$ cat src/hdl/utd_pkg.sv
package utd_pkg;

    // String length limit for the byte and character counters
    localparam int MAX_STRING_BYTES = 65536;
    localparam int CNT_W = 17;
    localparam int BUF_DEPTH = 6;

    // Decode status codes
    localparam logic [2:0] STAT_OK      = 3'd0;
    localparam logic [2:0] STAT_ILLEGAL = 3'd1;
    localparam logic [2:0] STAT_SHORT   = 3'd2;
    localparam logic [2:0] STAT_UNSUP   = 3'd3;
    localparam logic [2:0] STAT_NEWLINE = 3'd4;
    localparam logic [2:0] STAT_CONTROL = 3'd5;

    // Configuration register indexes
    localparam logic REG_TARGET_MODE = 1'b0;

    typedef struct packed {
        logic [7:0] byte_in;
        logic       final_byte;
    } in_item_t;

    typedef struct packed {
        logic [30:0]      code_point;
        logic             is_char;
        logic             is_summary;
        logic [2:0]       status;
        logic [CNT_W-1:0] bytes_used;
        logic [CNT_W-1:0] char_count;
        logic             run_last;
    } out_item_t;

    // Controller to datapath
    typedef struct packed {
        logic append;
        logic step;
        logic short_end;
        logic push_hold;
        logic push_summary;
    } cmd_t;

    // Datapath to controller
    typedef struct packed {
        logic empty;
        logic short_seq;
        logic char_ok;
        logic hold_valid;
        logic out_free;
        logic fin;
    } stat_t;

endpackage

$ cat src/hdl/utd_ctrl.sv
module utd_ctrl (
    input  logic          aclk,
    input  logic          aresetn,
    input  logic          s_valid,
    output logic          s_ready,
    input  utd_pkg::stat_t st,
    output utd_pkg::cmd_t  cmd
);

    localparam logic [1:0] S_IDLE = 2'd0;
    localparam logic [1:0] S_SCAN = 2'd1;
    localparam logic [1:0] S_DONE = 2'd2;

    logic [1:0] state_reg;
    logic [1:0] state_next;

    assign s_ready = (state_reg == S_IDLE);

    // Sequence the decode steps of one item
    always_comb begin
        state_next = state_reg;
        cmd        = '0;
        case (state_reg)
            S_IDLE: begin
                if (s_valid) begin
                    cmd.append = 1'b1;
                    state_next = S_SCAN;
                end
            end
            S_SCAN: begin
                if (st.empty || st.short_seq) begin
                    cmd.short_end = st.short_seq && !st.empty && st.fin;
                    state_next    = S_DONE;
                end else if (!(st.char_ok && st.hold_valid && !st.out_free)) begin
                    cmd.step = 1'b1;
                end
            end
            S_DONE: begin
                if (st.hold_valid) begin
                    if (st.out_free) begin
                        cmd.push_hold = 1'b1;
                        if (!st.fin) begin
                            state_next = S_IDLE;
                        end
                    end
                end else if (st.fin) begin
                    if (st.out_free) begin
                        cmd.push_summary = 1'b1;
                        state_next       = S_IDLE;
                    end
                end else begin
                    state_next = S_IDLE;
                end
            end
            default: begin
                state_next = S_IDLE;
            end
        endcase
    end

    always_ff @(posedge aclk) begin
        if (!aresetn) begin
            state_reg <= S_IDLE;
        end else begin
            state_reg <= state_next;
        end
    end

endmodule

$ cat src/hdl/utd_datapath.sv
module utd_datapath (
    input  logic                aclk,
    input  logic                aresetn,
    input  logic                target_mode,
    input  utd_pkg::in_item_t   s_data,
    input  utd_pkg::cmd_t       cmd,
    output utd_pkg::stat_t      st,
    output logic                m_valid,
    input  logic                m_ready,
    output utd_pkg::out_item_t  m_data
);

    localparam int CW = utd_pkg::CNT_W;
    localparam logic [CW:0] MAX_CNT = (CW+1)'(utd_pkg::MAX_STRING_BYTES);

    logic [7:0]    buf_reg [utd_pkg::BUF_DEPTH];
    logic [7:0]    buf_next [utd_pkg::BUF_DEPTH];
    logic [2:0]    count_reg, count_next;
    logic [CW-1:0] head_reg, head_next;
    logic [CW-1:0] dec_reg, dec_next;
    logic [2:0]    last_reg, last_next;
    logic          fin_reg, fin_next;
    logic          hold_valid_reg, hold_valid_next;
    logic [30:0]   hold_cp_reg, hold_cp_next;
    logic          out_valid_reg, out_valid_next;
    utd_pkg::out_item_t out_reg, out_next;

    logic [2:0]  seq_n;
    logic [2:0]  jstat;
    logic [2:0]  used;
    logic [30:0] jcp;
    logic        cont_ok;
    logic [7:0]  minb1;
    logic        out_free;
    logic [CW:0] head_sum;
    logic [CW:0] dec_sum;

    // Judge the sequence at the head of the buffer
    always_comb begin
        logic [7:0] c;
        c = buf_reg[0];
        if (c < 8'hc2)       seq_n = 3'd1;
        else if (c < 8'he0)  seq_n = 3'd2;
        else if (c < 8'hf0)  seq_n = 3'd3;
        else if (target_mode) seq_n = 3'd1;
        else if (c < 8'hf8)  seq_n = 3'd4;
        else if (c < 8'hfc)  seq_n = 3'd5;
        else if (c < 8'hfe)  seq_n = 3'd6;
        else                 seq_n = 3'd1;

        cont_ok = 1'b1;
        for (int k = 1; k < utd_pkg::BUF_DEPTH; k++) begin
            if (k < int'(seq_n) && buf_reg[k][7:6] != 2'b10) cont_ok = 1'b0;
        end

        case (c)
            8'he0:   minb1 = 8'ha0;
            8'hf0:   minb1 = 8'h90;
            8'hf8:   minb1 = 8'h88;
            8'hfc:   minb1 = 8'h84;
            default: minb1 = 8'h80;
        endcase

        case (seq_n)
            3'd2:    jcp = {20'd0, c[4:0], buf_reg[1][5:0]};
            3'd3:    jcp = {15'd0, c[3:0], buf_reg[1][5:0], buf_reg[2][5:0]};
            3'd4:    jcp = {10'd0, c[2:0], buf_reg[1][5:0], buf_reg[2][5:0],
                            buf_reg[3][5:0]};
            3'd5:    jcp = {5'd0, c[1:0], buf_reg[1][5:0], buf_reg[2][5:0],
                            buf_reg[3][5:0], buf_reg[4][5:0]};
            3'd6:    jcp = {c[0], buf_reg[1][5:0], buf_reg[2][5:0], buf_reg[3][5:0],
                            buf_reg[4][5:0], buf_reg[5][5:0]};
            default: jcp = {24'd0, c[6:0]};
        endcase

        if (target_mode && c < 8'h20) begin
            jstat = (c == 8'h0a) ? utd_pkg::STAT_NEWLINE : utd_pkg::STAT_CONTROL;
        end else if (c < 8'h80) begin
            jstat = utd_pkg::STAT_OK;
        end else if (c < 8'hc2) begin
            jstat = utd_pkg::STAT_ILLEGAL;
        end else if (seq_n == 3'd1) begin
            jstat = utd_pkg::STAT_UNSUP;
        end else if (!cont_ok || buf_reg[1] < minb1) begin
            jstat = utd_pkg::STAT_ILLEGAL;
        end else begin
            jstat = utd_pkg::STAT_OK;
        end

        used = (jstat == utd_pkg::STAT_OK) ? seq_n : 3'd1;
    end

    assign out_free = !out_valid_reg || m_ready;

    always_comb begin
        st.empty      = (count_reg == 3'd0);
        st.short_seq  = (seq_n > count_reg);
        st.char_ok    = (jstat == utd_pkg::STAT_OK);
        st.hold_valid = hold_valid_reg;
        st.out_free   = out_free;
        st.fin        = fin_reg;
    end

    // Saturating counter sums
    always_comb begin
        logic [2:0] inc;
        inc      = cmd.short_end ? 3'd1 : used;
        head_sum = {1'b0, head_reg} + {{(CW-2){1'b0}}, inc};
        dec_sum  = {1'b0, dec_reg} + {{CW{1'b0}}, 1'b1};
        if (head_sum > MAX_CNT) head_sum = MAX_CNT;
        if (dec_sum > MAX_CNT) dec_sum = MAX_CNT;
    end

    // Update buffer, counters, held character and output register
    always_comb begin
        for (int i = 0; i < utd_pkg::BUF_DEPTH; i++) buf_next[i] = buf_reg[i];
        count_next      = count_reg;
        head_next       = head_reg;
        dec_next        = dec_reg;
        last_next       = last_reg;
        fin_next        = fin_reg;
        hold_valid_next = hold_valid_reg;
        hold_cp_next    = hold_cp_reg;
        out_next        = out_reg;
        out_valid_next  = m_ready ? 1'b0 : out_valid_reg;

        if (cmd.append) begin
            for (int i = 0; i < utd_pkg::BUF_DEPTH; i++) begin
                if (3'(i) == count_reg) buf_next[i] = s_data.byte_in;
            end
            count_next = count_reg + 3'd1;
            fin_next   = s_data.final_byte;
        end

        if (cmd.step) begin
            // drop the consumed bytes from the head
            for (int i = 0; i < utd_pkg::BUF_DEPTH; i++) begin
                for (int j = 1; j <= utd_pkg::BUF_DEPTH; j++) begin
                    if (3'(j) == used && i + j < utd_pkg::BUF_DEPTH) begin
                        buf_next[i] = buf_reg[i + j];
                    end
                end
            end
            count_next = count_reg - used;
            head_next  = head_sum[CW-1:0];
            last_next  = jstat;
            if (jstat == utd_pkg::STAT_OK) begin
                dec_next        = dec_sum[CW-1:0];
                hold_valid_next = 1'b1;
                hold_cp_next    = jcp;
                if (hold_valid_reg) begin
                    out_valid_next = 1'b1;
                    out_next       = '0;
                    out_next.code_point = hold_cp_reg;
                    out_next.is_char    = 1'b1;
                    out_next.status     = utd_pkg::STAT_OK;
                end
            end
        end

        if (cmd.short_end) begin
            last_next  = utd_pkg::STAT_SHORT;
            head_next  = head_sum[CW-1:0];
            count_next = 3'd0;
        end

        if (cmd.push_hold) begin
            hold_valid_next     = 1'b0;
            out_valid_next      = 1'b1;
            out_next            = '0;
            out_next.code_point = hold_cp_reg;
            out_next.is_char    = 1'b1;
            out_next.status     = utd_pkg::STAT_OK;
            out_next.run_last   = !fin_reg;
        end

        if (cmd.push_summary) begin
            out_valid_next      = 1'b1;
            out_next            = '0;
            out_next.is_summary = 1'b1;
            out_next.status     = last_reg;
            out_next.bytes_used = head_reg;
            out_next.char_count = dec_reg;
            out_next.run_last   = 1'b1;
            count_next          = 3'd0;
            head_next           = '0;
            dec_next            = '0;
            last_next           = utd_pkg::STAT_UNSUP;
            fin_next            = 1'b0;
        end
    end

    // Payload registers
    always_ff @(posedge aclk) begin
        for (int i = 0; i < utd_pkg::BUF_DEPTH; i++) buf_reg[i] <= buf_next[i];
        hold_cp_reg <= hold_cp_next;
        out_reg     <= out_next;
    end

    // Control registers
    always_ff @(posedge aclk) begin
        if (!aresetn) begin
            count_reg      <= 3'd0;
            head_reg       <= '0;
            dec_reg        <= '0;
            last_reg       <= utd_pkg::STAT_UNSUP;
            fin_reg        <= 1'b0;
            hold_valid_reg <= 1'b0;
            out_valid_reg  <= 1'b0;
        end else begin
            count_reg      <= count_next;
            head_reg       <= head_next;
            dec_reg        <= dec_next;
            last_reg       <= last_next;
            fin_reg        <= fin_next;
            hold_valid_reg <= hold_valid_next;
            out_valid_reg  <= out_valid_next;
        end
    end

    assign m_valid = out_valid_reg;
    assign m_data  = out_reg;

endmodule

$ cat src/hdl/utf8_to_code_point_decoder_top.sv
// UTF-8 decoder: bytes of a string enter one item at a time with final_byte on the
// last one; each decoded character leaves as its own item, and the final byte adds a
// summary item with bytes used, character count and last status. A new byte is taken
// only while the decoder is idle; it then runs decode steps over the buffered bytes
// (one step per character or dropped lead, at most six), finds the buffer exhausted
// and releases the held last character. On the final byte the summary follows the
// release when a character was held, and goes out in place of the release otherwise.
// Stalls on the result channel hold back the steps and the release. The sequencer
// walks the six-byte buffer one step per clock while the result channel does not
// stall. Register target_mode (byte address 0) selects UCS-2 decoding.
module utf8_to_code_point_decoder_top (
    input  logic               aclk,
    input  logic               aresetn,
    input  logic               s_valid,
    output logic               s_ready,
    input  utd_pkg::in_item_t  s_data,
    output logic               m_valid,
    input  logic               m_ready,
    output utd_pkg::out_item_t m_data,
    input  logic               psel,
    input  logic               penable,
    input  logic               pwrite,
    input  logic [2:0]         paddr,
    input  logic [31:0]        pwdata,
    output logic [31:0]        prdata,
    output logic               pready
);

    logic           mode_reg;
    utd_pkg::cmd_t  cmd;
    utd_pkg::stat_t st;

    // Configuration register write and read back
    assign pready = 1'b1;

    always_ff @(posedge aclk) begin
        if (!aresetn) begin
            mode_reg <= 1'b0;
        end else if (psel && penable && pwrite && paddr[2] == utd_pkg::REG_TARGET_MODE) begin
            mode_reg <= pwdata[0];
        end
    end

    assign prdata = (paddr[2] == utd_pkg::REG_TARGET_MODE) ? {31'd0, mode_reg} : 32'd0;

    utd_ctrl u_ctrl (
        .aclk    (aclk),
        .aresetn (aresetn),
        .s_valid (s_valid),
        .s_ready (s_ready),
        .st      (st),
        .cmd     (cmd)
    );

    utd_datapath u_datapath (
        .aclk        (aclk),
        .aresetn     (aresetn),
        .target_mode (mode_reg),
        .s_data      (s_data),
        .cmd         (cmd),
        .st          (st),
        .m_valid     (m_valid),
        .m_ready     (m_ready),
        .m_data      (m_data)
    );

    // Input is taken only with no character held back
    a_idle_no_hold: assert property (@(posedge aclk) disable iff (!aresetn)
        s_ready |-> !st.hold_valid)
        else $error("input ready while a character is held");

    // A summary always ends the run of its item
    a_summary_last: assert property (@(posedge aclk) disable iff (!aresetn)
        m_valid && m_data.is_summary |-> m_data.run_last)
        else $error("summary without run_last");

    // Each result is either a character or a summary
    a_kind: assert property (@(posedge aclk) disable iff (!aresetn)
        m_valid |-> (m_data.is_char != m_data.is_summary))
        else $error("result kind malformed");

    // An accepted item is decoded before the next one is taken
    a_busy_after_accept: assert property (@(posedge aclk) disable iff (!aresetn)
        s_valid && s_ready |=> !s_ready)
        else $error("input ready right after accept");

endmodule

$ cat config.mk
export PLATFORM = sky130hd
export DESIGN_NAME = utf8_to_code_point_decoder_top
export DESIGN_NICKNAME = d
export VERILOG_FILES = /design/src/hdl/utd_pkg.sv /design/src/hdl/utd_ctrl.sv /design/src/hdl/utd_datapath.sv /design/src/hdl/utf8_to_code_point_decoder_top.sv
export SDC_FILE = /design/constraint.sdc
export NUM_CORES = 1
export LEC_CHECK = 0
export BUFFER_PORTS_ARGS = -buffer_cell sky130_fd_sc_hd__buf_2
export CORE_ASPECT_RATIO = 1.4
export CORE_MARGIN = 2
export CORE_UTILIZATION = 58
export DETAILED_ROUTE_END_ITERATION = 8
export GPL_ROUTABILITY_DRIVEN = 1
export PLACE_DENSITY = 0.8
export SLEW_MARGIN = 15
export SYNTH_ARGS = -nofsm -noshare
export SYNTH_HDL_FRONTEND = slang
export SYNTH_SLANG_ARGS = --single-unit
$ cat constraint.sdc
create_clock -name aclk -period 8.3 [get_ports aclk]
set_clock_uncertainty 0.15 [all_clocks]
set_input_delay 2.075 -clock aclk [delete_from_list [all_inputs] [get_ports aclk]]
set_output_delay 2.075 -clock aclk [all_outputs]
set_load 0.02 [all_outputs]
==> results of run 1 <==
==> cells in the final DEF, fill, tap and decap left out, types with 13 or more instances in the layout <==
cell | synthesis | final
nand4_1 | 17 | 17
o21ai_0 | 62 | 62
mux2i_1 | 46 | 46
edfxtp_1 | 76 | 76
a211oi_1 | 17 | 17
nand2_1 | 188 | 188
a21oi_1 | 55 | 55
nor4_1 | 13 | 13
a22o_1 | 25 | 25
nor2_1 | 84 | 84
conb_1 | 2 | 32
and3_1 | 15 | 15
buf_2 | 17 | 91
a31oi_1 | 17 | 17
and2_1 | 37 | 37
inv_1 | 29 | 29
a222oi_1 | 16 | 16
dfxtp_1 | 120 | 120
nor3_1 | 22 | 19
buf_4 | 33 | 17
nand3_1 | 60 | 60
clkbuf_16 | 0 | 17
==> critical path: cells and delay by family, from the launching register on <==
kind | cells | cell delay [ns]
buf+inv | 2 | 0.54
simple gates | 8 | 2.85
fa+ha+maj | 2 | 0.63
compound gates | 8 | 1.99
flops | 1 | 0.66
==> worst max-delay path by stage <==
stage	slack [ns]	startpoint	cells past startpoint	endpoint
2_1_floorplan	2.14	u_datapath.buf_reg[0][7]	23	u_datapath.head_reg[14]
3_3_place_gp	1.65	u_datapath.buf_reg[0][5]	21	u_datapath.head_reg[3]
3_5_place_dp	1.60	u_datapath.buf_reg[0][5]	21	u_datapath.head_reg[14]
4_1_cts	1.52	u_datapath.buf_reg[0][5]	20	u_datapath.head_reg[14]
5_1_grt	0.82	u_datapath.buf_reg[0][5]	20	u_datapath.head_reg[14]
6_report	1.40	u_datapath.buf_reg[0][5]	20	u_datapath.head_reg[14]
==> logic make-up after synthesis <==
kind of cell	after synthesis
and+or+nand+nor	483
AOI/OAI and AO/OA	311
DFF	196
buffers and inverters	151
muxes	46
adders and majority gates	14
xor gates and xnor gates	13
other	2
==> power by group through the flow <==
stage	sequential [mW]	combinational, mW	clock [mW]
5_1_grt	1.47	1.06	0.802
4_1_cts	1.44	0.940	0.766
2_1_floorplan	1.37	0.752	0
6_report	1.45	0.952	0.757
3_5_place_dp	1.46	0.934	0
3_3_place_gp	1.45	0.903	0
==> stage by stage <==
step	power, mW	hold slack [ns]	setup slack [ns]
final	3.16	0.275	1.40
after global routing	3.33	0.305	0.816
after CTS	3.14	0.285	1.52
after detailed placement	2.39	0.267	1.60
after global placement	2.35	0.266	1.65
after floorplan	2.12	0.258	2.14
==> per-layer routing <==
layer / track usage (%) / vias to the layer above
li1: - / 4485
met1: 31.9 / 4508
met2: 48.4 / 438
met3: 4.04 / 96
met4: 15.2 / 0
met5: 0 / -
==> synth_stat cells (3+ instances only) <==
library cell,count
nand2_1,188
dfxtp_1,120
nor2_1,84
edfxtp_1,76
clkbuf_1,65
o21ai_0,62
nand3_1,60
a21oi_1,55
mux2i_1,46
and2_1,37
buf_4,33
inv_1,29
a22o_1,25
nor3_1,22
a211oi_1,17
a31oi_1,17
buf_2,17
nand4_1,17
a222oi_1,16
and3_1,15
nor4_1,13
ha_1,12
o211ai_1,12
o31ai_1,12
o22ai_1,11
a211o_1,9
a22oi_1,9
nor2b_1,9
xnor2_1,9
o221ai_1,8
a221o_1,7
or2_2,7
nand2b_1,6
or3_1,6
a221oi_1,5
buf_1,5
o21a_1,5
a21o_1,4
a32o_1,4
and4_1,4
xor2_1,4
nor3b_1,3
o311ai_0,3
o31a_1,3
==> area by class of cell <==
type                    count  share of cell area, %
clock buffers              20                   3.84
clock inverters            12                  0.721
inverters                  29                  0.936
multi-input cells         899                   46.6
flip-flops and latches    196                   40.3
well taps                 240                   2.58
repair buffers            108                   5.01
==> summary.md, run 1 <==
| Metric | Value |
|---|---|
| Power Internal | 1.94 mW |
| CP required | between 8 and 9 ns |
| Proportion of layout cells with a drive suffix above 1 | approximately an eighth |
| Post-CTS Setup Bufs | 0 |
| Largest net degree at the start of global routing | 53 |
| Mapped cell area | 10700 µm² |
| Vias per inst | 6.33 |
| Post-synthesis compound-gate area fraction | between 20% and 30% |
| Fin. Hold Viols | 0 |
| YS warnings | 0 |
| Crit-path cells | and4_1 > nand3_1 > ha_1 > nor4_1 > a31oi_1 > a2111oi_0 > buf_4 > a211o_1 > buf_4 > a21oi_2 > and3_1 > ha_1 > a21oi_1 > or4b_1 > a2111oi_0 > nand4_1 > o21a_1 > nand2b_1 > nor2_1 > a22o_1 |
| Post-synth EDFFs | 76 |
| Setup CP Type | register to register |
| Post-CTS Hold Buffers | 0 |
| Cell Area, Placed | roughly 11000 µm² |
| Flop pwr share | 45.9% |
| Worst hold start | u_datapath.hold_cp_reg[20] |
| Clock root buffer | clkbuf_16 |
| Critical Path AT | a little over 7 ns |
| Starting DRT DRC Count | around 1200 |
| Clock power frac | 24.0% |
| Mux cell area share after synthesis | 4.30% |
| Metal-1 WL | 10.6 mm |
| Met3 WL | between 1 and 1.5 mm |
| Fin. max-slew vios | 0 |
| DR pass1 iterations | 7 |
| CTS clock-pin slew for the worst setup and hold paths | roughly 0.070 ns |
| Lkg Pwr | ~4.8 nW |
| Crit end category | register |
| CTS tree | yes |
| Area taken by multi-input logic gates | around 5400 µm² |
| Reg2reg setup slack | between 1 and 1.5 ns |
| Cell accounting for the most synthesized area | dfxtp_1 |
| # DRC | 0 |
| Fin cells | between 1500 and 2000 |
| Main synth FF type | dfxtp_1 |
| Clock Path Buffers | 2 |
| Tmin final | slightly below 7 ns |
| FF+latch count, synth | a little under 200 |
| Routed Antenna Nets | 0 |
| Setup violators final | 0 |
| CTS Sinks | 196 |
| Hold Path Class | register to register |
| Switching power total | around 1.2 mW |
| Area grow syn2layout | 8.74% |
| First-pass GRT wire length | 43.3 mm |
| H-tree depth | 4 |
| Initial Utilization | 59.4% |
| Startpoint types | register |
| Sequential area share after synthesis | about 44% |
| Status | completed |
| Synth Area in Simple Gates | between 20% and 30% |
| Final wirelength | between 20 and 30 mm |
| Fillers | 1518 |
| Number of flip-flops in the largest register | 71 |
| CP max stage cell | nor2_1 |
| Die width | 119 µm |
| Largest cells by area after synthesis | dfxtp_1 (22%), edfxtp_1 (21%), nand2_1 (6.6%) |
| Design area | ~12000 µm² |
| # placed instances | 1472 |
| Highest routed layer | met4 |
| Synthesized-area fraction occupied by adder cells | approximately 1.8% |
| Asr flop ratio synth | 0% |
| GRT overflow | 0 |
| DR WL/cell | around 18 µm |
| Initial antenna violation count | 0 |
| PortBufs | 91 |
| Comb pwr share | between 30% and 40% |
| Routability Congestion | around 0.97 |
| PwrDens | ~270 nW/µm² |
| Core area | about 18000 µm² |
| Switching share of power | 38.6% |
| IO Count | roughly 160 |
| DIE HEIGHT | around 160 µm |
| Post-synthesis cell type count | 75 |
| Max VDD drop | around 0.16 mV |
| Post-Synth XOR/XNOR Area | under 10% |
| Rel. slew slack | 26.8% |
| Die ar. | between 15000 and 20000 µm² |
| Slew @ Worst Pin | roughly 1.1 ns |
| Worst hold stages | 2 |
| Final setup TNS | 0 ns |
| Overall Global Routing Usage | a little over a quarter |
| Worst path max stage delay | ~0.7 ns |
| Ant diodes | 0 |
| CTS buffer count | 17 |
| Largest family of logic cells by synthesized area | simple AND/OR/NAND/NOR gates |
| Vias in the first global route | between 8000 and 9000 |
| Std-Cell Rows | 58 |
| Nets | between 1000 and 1500 |
| Area share of the largest cell type after synthesis | between 20 and 25% |
| Metal2 WL | around 14 mm |
| Period Utilization, post-route | 83.1% |
| Max Cap Viol | 0 |
| Vias | about 9500 |
| Mean post-synth cell area | approximately 9 µm² |
| Crit Path Max Fanout | 24 |
| Syn Inst Count | 1216 |
| Unrepaired setup endpoints after global routing | no |
| Reg2reg end | u_datapath.head_reg[14] |
| DP Wirelength | ~19 mm |
| Number of gates resized after CTS | 0 |
| Seq. cell area | 4680 µm² |
| Final core occ | between 60% and 70% |
| Reg-to-reg startpoint | u_datapath.buf_reg[0][5] |
| Fmax | 0.145 GHz |
| Clock latency on the worst-skew pair | between 0.4 and 0.5 ns |
| WHS Endpoint | u_datapath.m_data[60] |
| Reg2reg path depth | 20 |
(Power assumes the default switching activity.)
==> run 2: changes to the inputs <==
- ABC_AREA: default -> 1
- CORE_UTILIZATION: 58 -> 52
- PLACE_DENSITY: 0.8 -> 0.76
- clock period: 8.3 -> 6.2 ns (I/O delays scaled with it)
==> run 2 against run 1 <==
- critical path depth is 10 higher
- non-clock buffer count is 2 lower
- combinational power is 62% higher
- worst setup slack worse by 0.46 ns
- die area is 11% higher
- global-route usage is 2.4 points lower
- first-iteration DRC count is 37% lower
- count of clock-buffer cells in the layout is 2 lower
- flip-flop and latch count stayed put
- clock power is 44% higher
- largest cell class unchanged
- largest power group unchanged
==> summary.md, run 2 <==
| Metric | Value |
|---|---|
| CP max stage cell | nor3_1 |
| CTS clock-pin slew for the worst setup and hold paths | 0.07 ns (about the same) |
| CTS Sinks | 196 (unchanged) |
| Number of flip-flops in the largest register | 71 (unchanged) |
| DP Wirelength | 19.9 mm (+7.1%) |
| CP required | 6.43 ns (-2.09 ns) |
| Nets | 1557 (+18%) |
| Mean post-synth cell area | 7.47 µm² (-15%) |
| DR WL/cell | 15.5 µm (-13%) |
| H-tree depth | 4 (unchanged) |
| Fin. max-slew vios | 0 (unchanged) |
| DIE HEIGHT | 173 µm (+5.3%) |
| Rel. slew slack | 32.4% (+5.6 points) |
| Max VDD drop | 0.206 mV (+27%) |
| Vias | 9639 (+1.2%) |
| Clock root buffer | clkbuf_16 |
| CTS tree | yes |
| Power, Total | 4.40 mW (+39%) |
| Reg2reg end | u_datapath.head_reg[12] |
| Final wirelength | 27.3 mm (+2.0%) |
| Die ar. | 21700 µm² (+11%) |
| # DRC | 0 (unchanged) |
| Reg-to-reg startpoint | u_datapath.buf_reg[0][2] |
| PwrDens | 376 nW/µm² (+38%) |
| IO Count | 157 (unchanged) |
| Largest net degree at the start of global routing | 48 (-9.4%) |
| Hold Path Class | register to register |
| Vias in the first global route | 8995 (+2.0%) |
| Most instantiated library cell after synthesis | nand2_1 |
| Overall Global Routing Usage | 25.0% (-2.4 points) |
| Post-CTS Setup Bufs | 0 (unchanged) |
| Setup violators final | 0 (unchanged) |
| Setup WS pre-CTS | 1.08 ns (-0.525 ns) |
| Post-synth EDFFs | 76 (unchanged) |
| DR pass1 iterations | 8 (+1) |
| Asr flop ratio synth | 0% (unchanged) |
| Core area | 20300 µm² (+13%) |
| Max Cap Viol | 0 (unchanged) |
| Final worst slack | 0.941 ns (-0.461 ns) |
| Setup CP Type | register to register |
| Fin. Hold Viols | 0 (unchanged) |
| Worst path max stage delay | 0.44 ns (-0.27 ns) |
| PortBufs | 91 (unchanged) |
| Synth top cells by count | nand2_1 (341), inv_1 (139), nor2_1 (137), a21oi_1 (121), dfxtp_1 (120) |
| CTS buffer count | 17 (unchanged) |
| Final core occ | 57.7% (-6.9 points) |
| Lkg Pwr | 5.02 nW (+3.7%) |
| Most frequent cells in the layout | nand2_1 (341), inv_1 (139), nor2_1 (136) |
| Slew @ Worst Pin | 1.01 ns (-0.0851 ns) |
| Die width | 125 µm (+5.3%) |
| Final setup TNS | 0 ns (unchanged) |
| Worst hold start | u_datapath.last_reg[2] |
| First-pass GRT wire length | 44.2 mm (+2.0%) |
| Routability Congestion | 0.981 (+1.6%) |
| Reg2reg setup slack | 0.94 ns (-0.46 ns) |
| Unrepaired setup endpoints after global routing | no |
| Tmin final | 5.26 ns (-1.64 ns) |
| Ant diodes | 0 (unchanged) |
| Status | completed |
| Area grow syn2layout | 9.90% |
| Syn Inst Count | 1429 (+18%) |
| Post-CTS Hold Buffers | 0 (unchanged) |
| YS warnings | 0 (unchanged) |
| Routed Antenna Nets | 0 (unchanged) |
| Initial antenna violation count | 0 (unchanged) |
| Mapped cell area | 10700 µm² (-0.27%) |
| GRT overflow | 0 (unchanged) |
| Fin cells | 1761 (+17%) |
| Crit end category | register |
| Worst hold stages | 2 (unchanged) |
| Sequential area share after synthesis | 43.9% (+0.12 points) |
| Main synth FF type | dfxtp_1 |
| Most common cell after layout, fill and taps aside | nand2_1 |
| Cell accounting for the most synthesized area | dfxtp_1 |
| # placed instances | 1729 (+17%) |
| Post-synthesis cell type count | 46 (-39%) |
| Std-Cell Rows | 62 (+6.9%) |
| WHS Endpoint | u_datapath.last_reg[2] |
| Number of gates resized after CTS | 0 (unchanged) |
| Area share of the largest cell type after synthesis | 22.5% (+0.061 points) |
| Crit-path most repeated cell | nand2_1 |
| Clock Path Buffers | 2 (unchanged) |
| Clock latency on the worst-skew pair | 0.45 ns (about the same) |
| FF+latch count, synth | 196 (unchanged) |
| Largest cells by area after synthesis | dfxtp_1 (23%), edfxtp_1 (21%), nand2_1 (12%) |
| Startpoint types | register |
| Period Utilization, post-route | 84.8% (+1.7 points) |
| Critical Path AT | 5.49 ns (-1.63 ns) |
| Reg2reg path depth | 30 (+50%) |
| Crit Path Max Fanout | 11 (-54%) |
| Starting DRT DRC Count | 764 (-37%) |
| Fmax | 0.190 GHz (+31%) |
| Initial Utilization | 52.5% (-6.9 points) |
| Vias per inst | 5.47 (-14%) |
| Proportion of layout cells with a drive suffix above 1 | 11.8% (-0.44 points) |
run 2: cell types whose count changed after synthesis, moves of 22 or more:
| cell | delta |
|---|---|
| nand3_1 | +26 |
| and2_1 | -37 |
| a21oi_1 | +66 |
| nand2_1 | +153 |
| clkbuf_1 | -36 |
| inv_1 | +110 |
| nor2_1 | +53 |
| mux2i_1 | -39 |
| o21ai_0 | +41 |
| a22o_1 | -25 |
| xor2_1 | +22 |
run 2: layout make-up:
type | count | area [µm²]
Multi-Input combinational cell | 1014 | 4980
Timing Repair Buffer | 106 | 568
Clock inverter | 14 | 139
Clock buffer | 18 | 439
Sequential cell | 196 | 4680
Tap cell | 256 | 320
Inverter | 157 | 589
Fill cell | 1896 | 8600
run 2: per-stage QoR:
step           hold slack [ns]  area (µm²)
2_1_floorplan            0.279       10800
3_3_place_gp             0.293       11100
3_5_place_dp             0.299       11100
4_1_cts                  0.311       11700
5_1_grt                  0.342       11700
6_report                 0.305       11700
run 2: cell families (layout without fill, tap and decap cells):
logic type / after synthesis / after routing / synth area share [%]
compound gates: 300 / 300 / 15.7
xor+xnor: 28 / 28 / 2.30
mux: 7 / 7 / 0.657
fa+ha+maj: 14 / 14 / 1.78
flops: 196 / 196 / 43.9
buf+inv: 249 / 295 / 10.5
other cells: 2 / 32 / 0.0704
simple gates: 633 / 633 / 25.1
run 2: worst max-delay path by stage:
| stage | slack, ns | depth (start not counted) | from | end |
|---|---|---|---|---|
| after detailed placement | 1.08 | 31 | u_datapath.buf_reg[0][7] | u_datapath.head_reg[9] |
| after CTS | 1.03 | 31 | u_datapath.buf_reg[0][7] | u_datapath.head_reg[9] |
| after global placement | 1.26 | 30 | u_datapath.buf_reg[0][2] | u_datapath.head_reg[9] |
| after global routing | 0.49 | 30 | u_datapath.buf_reg[0][2] | u_datapath.head_reg[12] |
| after floorplan | 2.08 | 30 | u_datapath.buf_reg[0][7] | u_datapath.head_reg[2] |
| final | 0.94 | 30 | u_datapath.buf_reg[0][2] | u_datapath.head_reg[12] |
run 2: worst max-delay path, delay by kind of cell (launching register included):
family	cells	cell delay [ns]
simple gates	19	2.58
compound gates	4	0.78
fa+ha+maj	2	0.49
flops	1	0.41
buf+inv	4	0.57
xor+xnor	1	0.20
run 2: where the power goes:
| group | internal [mW] | switching (mW) | leakage [nW] | total [mW] |
|---|---|---|---|---|
| sequential | 1.56 | 0.216 | 1.69 | 1.78 |
| clock | 0.544 | 0.543 | 0.289 | 1.09 |
| combinational | 0.517 | 1.02 | 3.04 | 1.54 |
| total | 2.62 | 1.78 | 5.02 | 4.40 |
run 2: per-layer routing:
metal	part of all wire, %	vias to the layer above	global-route usage (%)	wire length [µm]
met5	0	-	0	0
li1	-	4791	-	-
met3	4.9	78	3.67	1330
met1	40	4407	29.5	11000
met2	51	363	43.9	13900
met4	4.0	0	13.1	1080
==> run 3: changes to the inputs <==
- ABC_AREA: 1 -> 0
- CORE_UTILIZATION: 52 -> 58
- PLACE_DENSITY: 0.76 -> 0.8
- clock period: 6.2 -> 4.9 ns (I/O delays scaled with it)
==> run 3 against run 2 <==
- flip-flop and latch count did not move
- non-clock buffer count increased by 52
- largest cell class unchanged
- worst setup slack worse by 0.86 ns
- fmax is 9.2% higher
- final area increased by 5.8%
- critical path depth decreased by 11
- sequential power rose by 37%
- count of clock-buffer cells in the layout rose by 1
- first-iteration DRC count up 68%
- highest routed layer unchanged
- via count rose by 1.7%
- die area is 9.8% lower
- global-route usage rose by 3.0 points
==> summary.md, run 3 (synthesized netlist as in run 1, its figures left out) <==
| Metric | Value |
|---|---|
| Max Cap Viol | 0 (unchanged) |
| CTS Sinks | 196 (unchanged) |
| Power, Total | 5.80 mW (+32%) |
| Core area | 18000 µm² (-11%) |
| DR WL/cell | 18.2 µm (+18%) |
| Fin. max-slew vios | 0 (unchanged) |
| DIE HEIGHT | 165 µm (-5.1%) |
| Rel. slew slack | 31.0% (-1.4 points) |
| Clock root buffer | clkbuf_16 |
| Max VDD drop | 0.304 mV (+48%) |
| DR pass1 iterations | 8 (unchanged) |
| Status | completed |
| CP required | 5.13 ns (-1.30 ns) |
| Fin. Hold Viols | 0 (unchanged) |
| Vias in the first global route | 8940 (-0.61%) |
| Final wirelength | 28.3 mm (+3.9%) |
| Post-CTS Hold Buffers | 0 (unchanged) |
| Lkg Pwr | 5.16 nW (+3.0%) |
| CTS tree | yes |
| First-pass GRT wire length | 44.5 mm (+0.70%) |
| Ant diodes | 0 (unchanged) |
| Initial Utilization | 59.4% (+6.9 points) |
| Tmin final | 4.82 ns (-0.443 ns) |
| Most common cell after layout, fill and taps aside | nand2_1 |
| Fin cells | 1555 (-12%) |
| Routability Congestion | 0.957 (-2.4%) |
| Period Utilization, post-route | 98.3% (+13 points) |
| Largest net degree at the start of global routing | 53 (+10%) |
| Slew @ Worst Pin | 1.04 ns (+0.0241 ns) |
| DP Wirelength | 19.3 mm (-2.8%) |
| Final core occ | 69.0% (+11 points) |
| Routed Antenna Nets | 0 (unchanged) |
| # DRC | 0 (unchanged) |
| Vias | 9799 (+1.7%) |
| Number of flip-flops in the largest register | 71 (unchanged) |
| Setup CP Type | register to register |
| PwrDens | 467 nW/µm² (+24%) |
| Nets | 1367 (-12%) |
| Area grow syn2layout | 16.0% |
| IO Count | 157 (unchanged) |
| # placed instances | 1508 (-13%) |
| Std-Cell Rows | 58 (-6.5%) |
| Seq. cell area | 4710 µm² (+0.53%) |
| Overall Global Routing Usage | 28.1% (+3.0 points) |
| H-tree depth | 4 (unchanged) |
| Hold Path Class | register to register |
| Critical Path AT | 5.04 ns (-0.45 ns) |
| Clock latency on the worst-skew pair | 0.44 ns (about the same) |
| GRT overflow | 0 (unchanged) |
| CTS buffer count | 17 (unchanged) |
| Initial antenna violation count | 0 (unchanged) |
| Die width | 119 µm (-5.0%) |
| Crit Path Max Fanout | 7 (-4) |
| Setup violators final | 0 (unchanged) |
| Proportion of layout cells with a drive suffix above 1 | 19.2% (+7.4 points) |
| Clock Path Buffers | 2 (unchanged) |
| Crit end category | register |
| Starting DRT DRC Count | 1283 (+68%) |
| PortBufs | 91 (unchanged) |
| Startpoint types | register |
| Fmax | 0.208 GHz (+9.2%) |
| CTS clock-pin slew for the worst setup and hold paths | 0.07 ns (about the same) |
| Die ar. | 19600 µm² (-9.8%) |
| Area taken by multi-input logic gates | 5730 µm² (+15%) |
| Most frequent cells in the layout | nand2_1 (185), dfxtp_1 (112), buf_2 (91) |
| Fillers | 1415 (-25%) |
| Vias per inst | 6.30 (+15%) |
[run 3: cell types whose count changed in the layout (fill, tap and decap cells not counted), moves of 25 or more]
cell and change:
o21ai_0 -53, nand3_1 -27, mux2i_1 +39, a21oi_1 -69, inv_1 -110, nand2_1 -156, buf_4 +46, a22o_1 +25
nor2_1 -54, and2_1 +37
[run 3: critical path, stage by stage (launching register included)]
cell and delay (ns):
dfxtp_4 0.38, buf_4 0.15, nand4_4 0.15, or3_1 0.38, a221o_1 0.42, a211o_1 0.36, a21oi_4 0.21, nand3_2 0.12
ha_4 0.18, fa_2 0.39, a21oi_4 0.18, buf_6 0.13, o21ai_2 0.07, a2111oi_4 0.37, nand4_1 0.15, o21a_1 0.28
nand2b_4 0.22, nor2_4 0.17, buf_6 0.14, a22o_1 0.12
[run 3: path summary, 6_finish.rpt]
path,from,end,slack (ns),cells past startpoint
hold reg to reg,u_datapath.hold_cp_reg[2],u_datapath.m_data[42],0.28,2
setup / recovery,u_datapath.buf_reg[0][4],u_datapath.head_reg[6],0.08,19
setup reg to reg,u_datapath.buf_reg[0][4],u_datapath.head_reg[6],0.08,19
hold / removal,u_datapath.hold_cp_reg[2],u_datapath.m_data[42],0.28,2
[run 3: through the flow]
stage / setup TNS, ns / area, µm² / setup WS, ns / hold slack (ns)
6_report: 0 / 12400 / 0.0848 / 0.281
5_1_grt: -0.701 / 12400 / -0.0832 / 0.305
4_1_cts: 0 / 12100 / 0.0491 / 0.281
2_1_floorplan: -0.442 / 11000 / -0.0529 / 0.258
3_5_place_dp: 0 / 11500 / 0.0701 / 0.268
3_3_place_gp: 0 / 11500 / 0.136 / 0.264
[run 3: cell type report]
| cell class | instances | share of cell area [%] |
|---|---|---|
| Inverter | 29 | 0.877 |
| Timing Repair Buffer | 158 | 7.98 |
| Tap cell | 240 | 2.42 |
| Clock inverter | 13 | 1.04 |
| Multi-Input combinational cell | 900 | 46.2 |
| Sequential cell | 196 | 38.0 |
| Clock buffer | 19 | 3.57 |
[run 3: metal layers]
layer | wire (µm) | global-route usage [%] | share of wire, %
met5 | 0 | 0 | 0
met4 | 1060 | 13.7 | 3.7
met3 | 1730 | 4.18 | 6.1
met2 | 14700 | 49.9 | 52
met1 | 10800 | 33.1 | 38
[run 3: timing repair]
item / in CTS / in global routing
gates resized for setup: 1 / 54
endpoints found under the setup margin: 11 / 15
setup buffers: 0 / 13
pin swaps: 0 / 24
cloned: 0 / 2
[run 3: where the power goes]
part	total (mW)	leakage, nW	switching [mW]	internal (mW)
clock	1.36	0.277	0.640	0.723
combinational	2.00	3.17	1.15	0.848
sequential	2.44	1.72	0.438	2.00
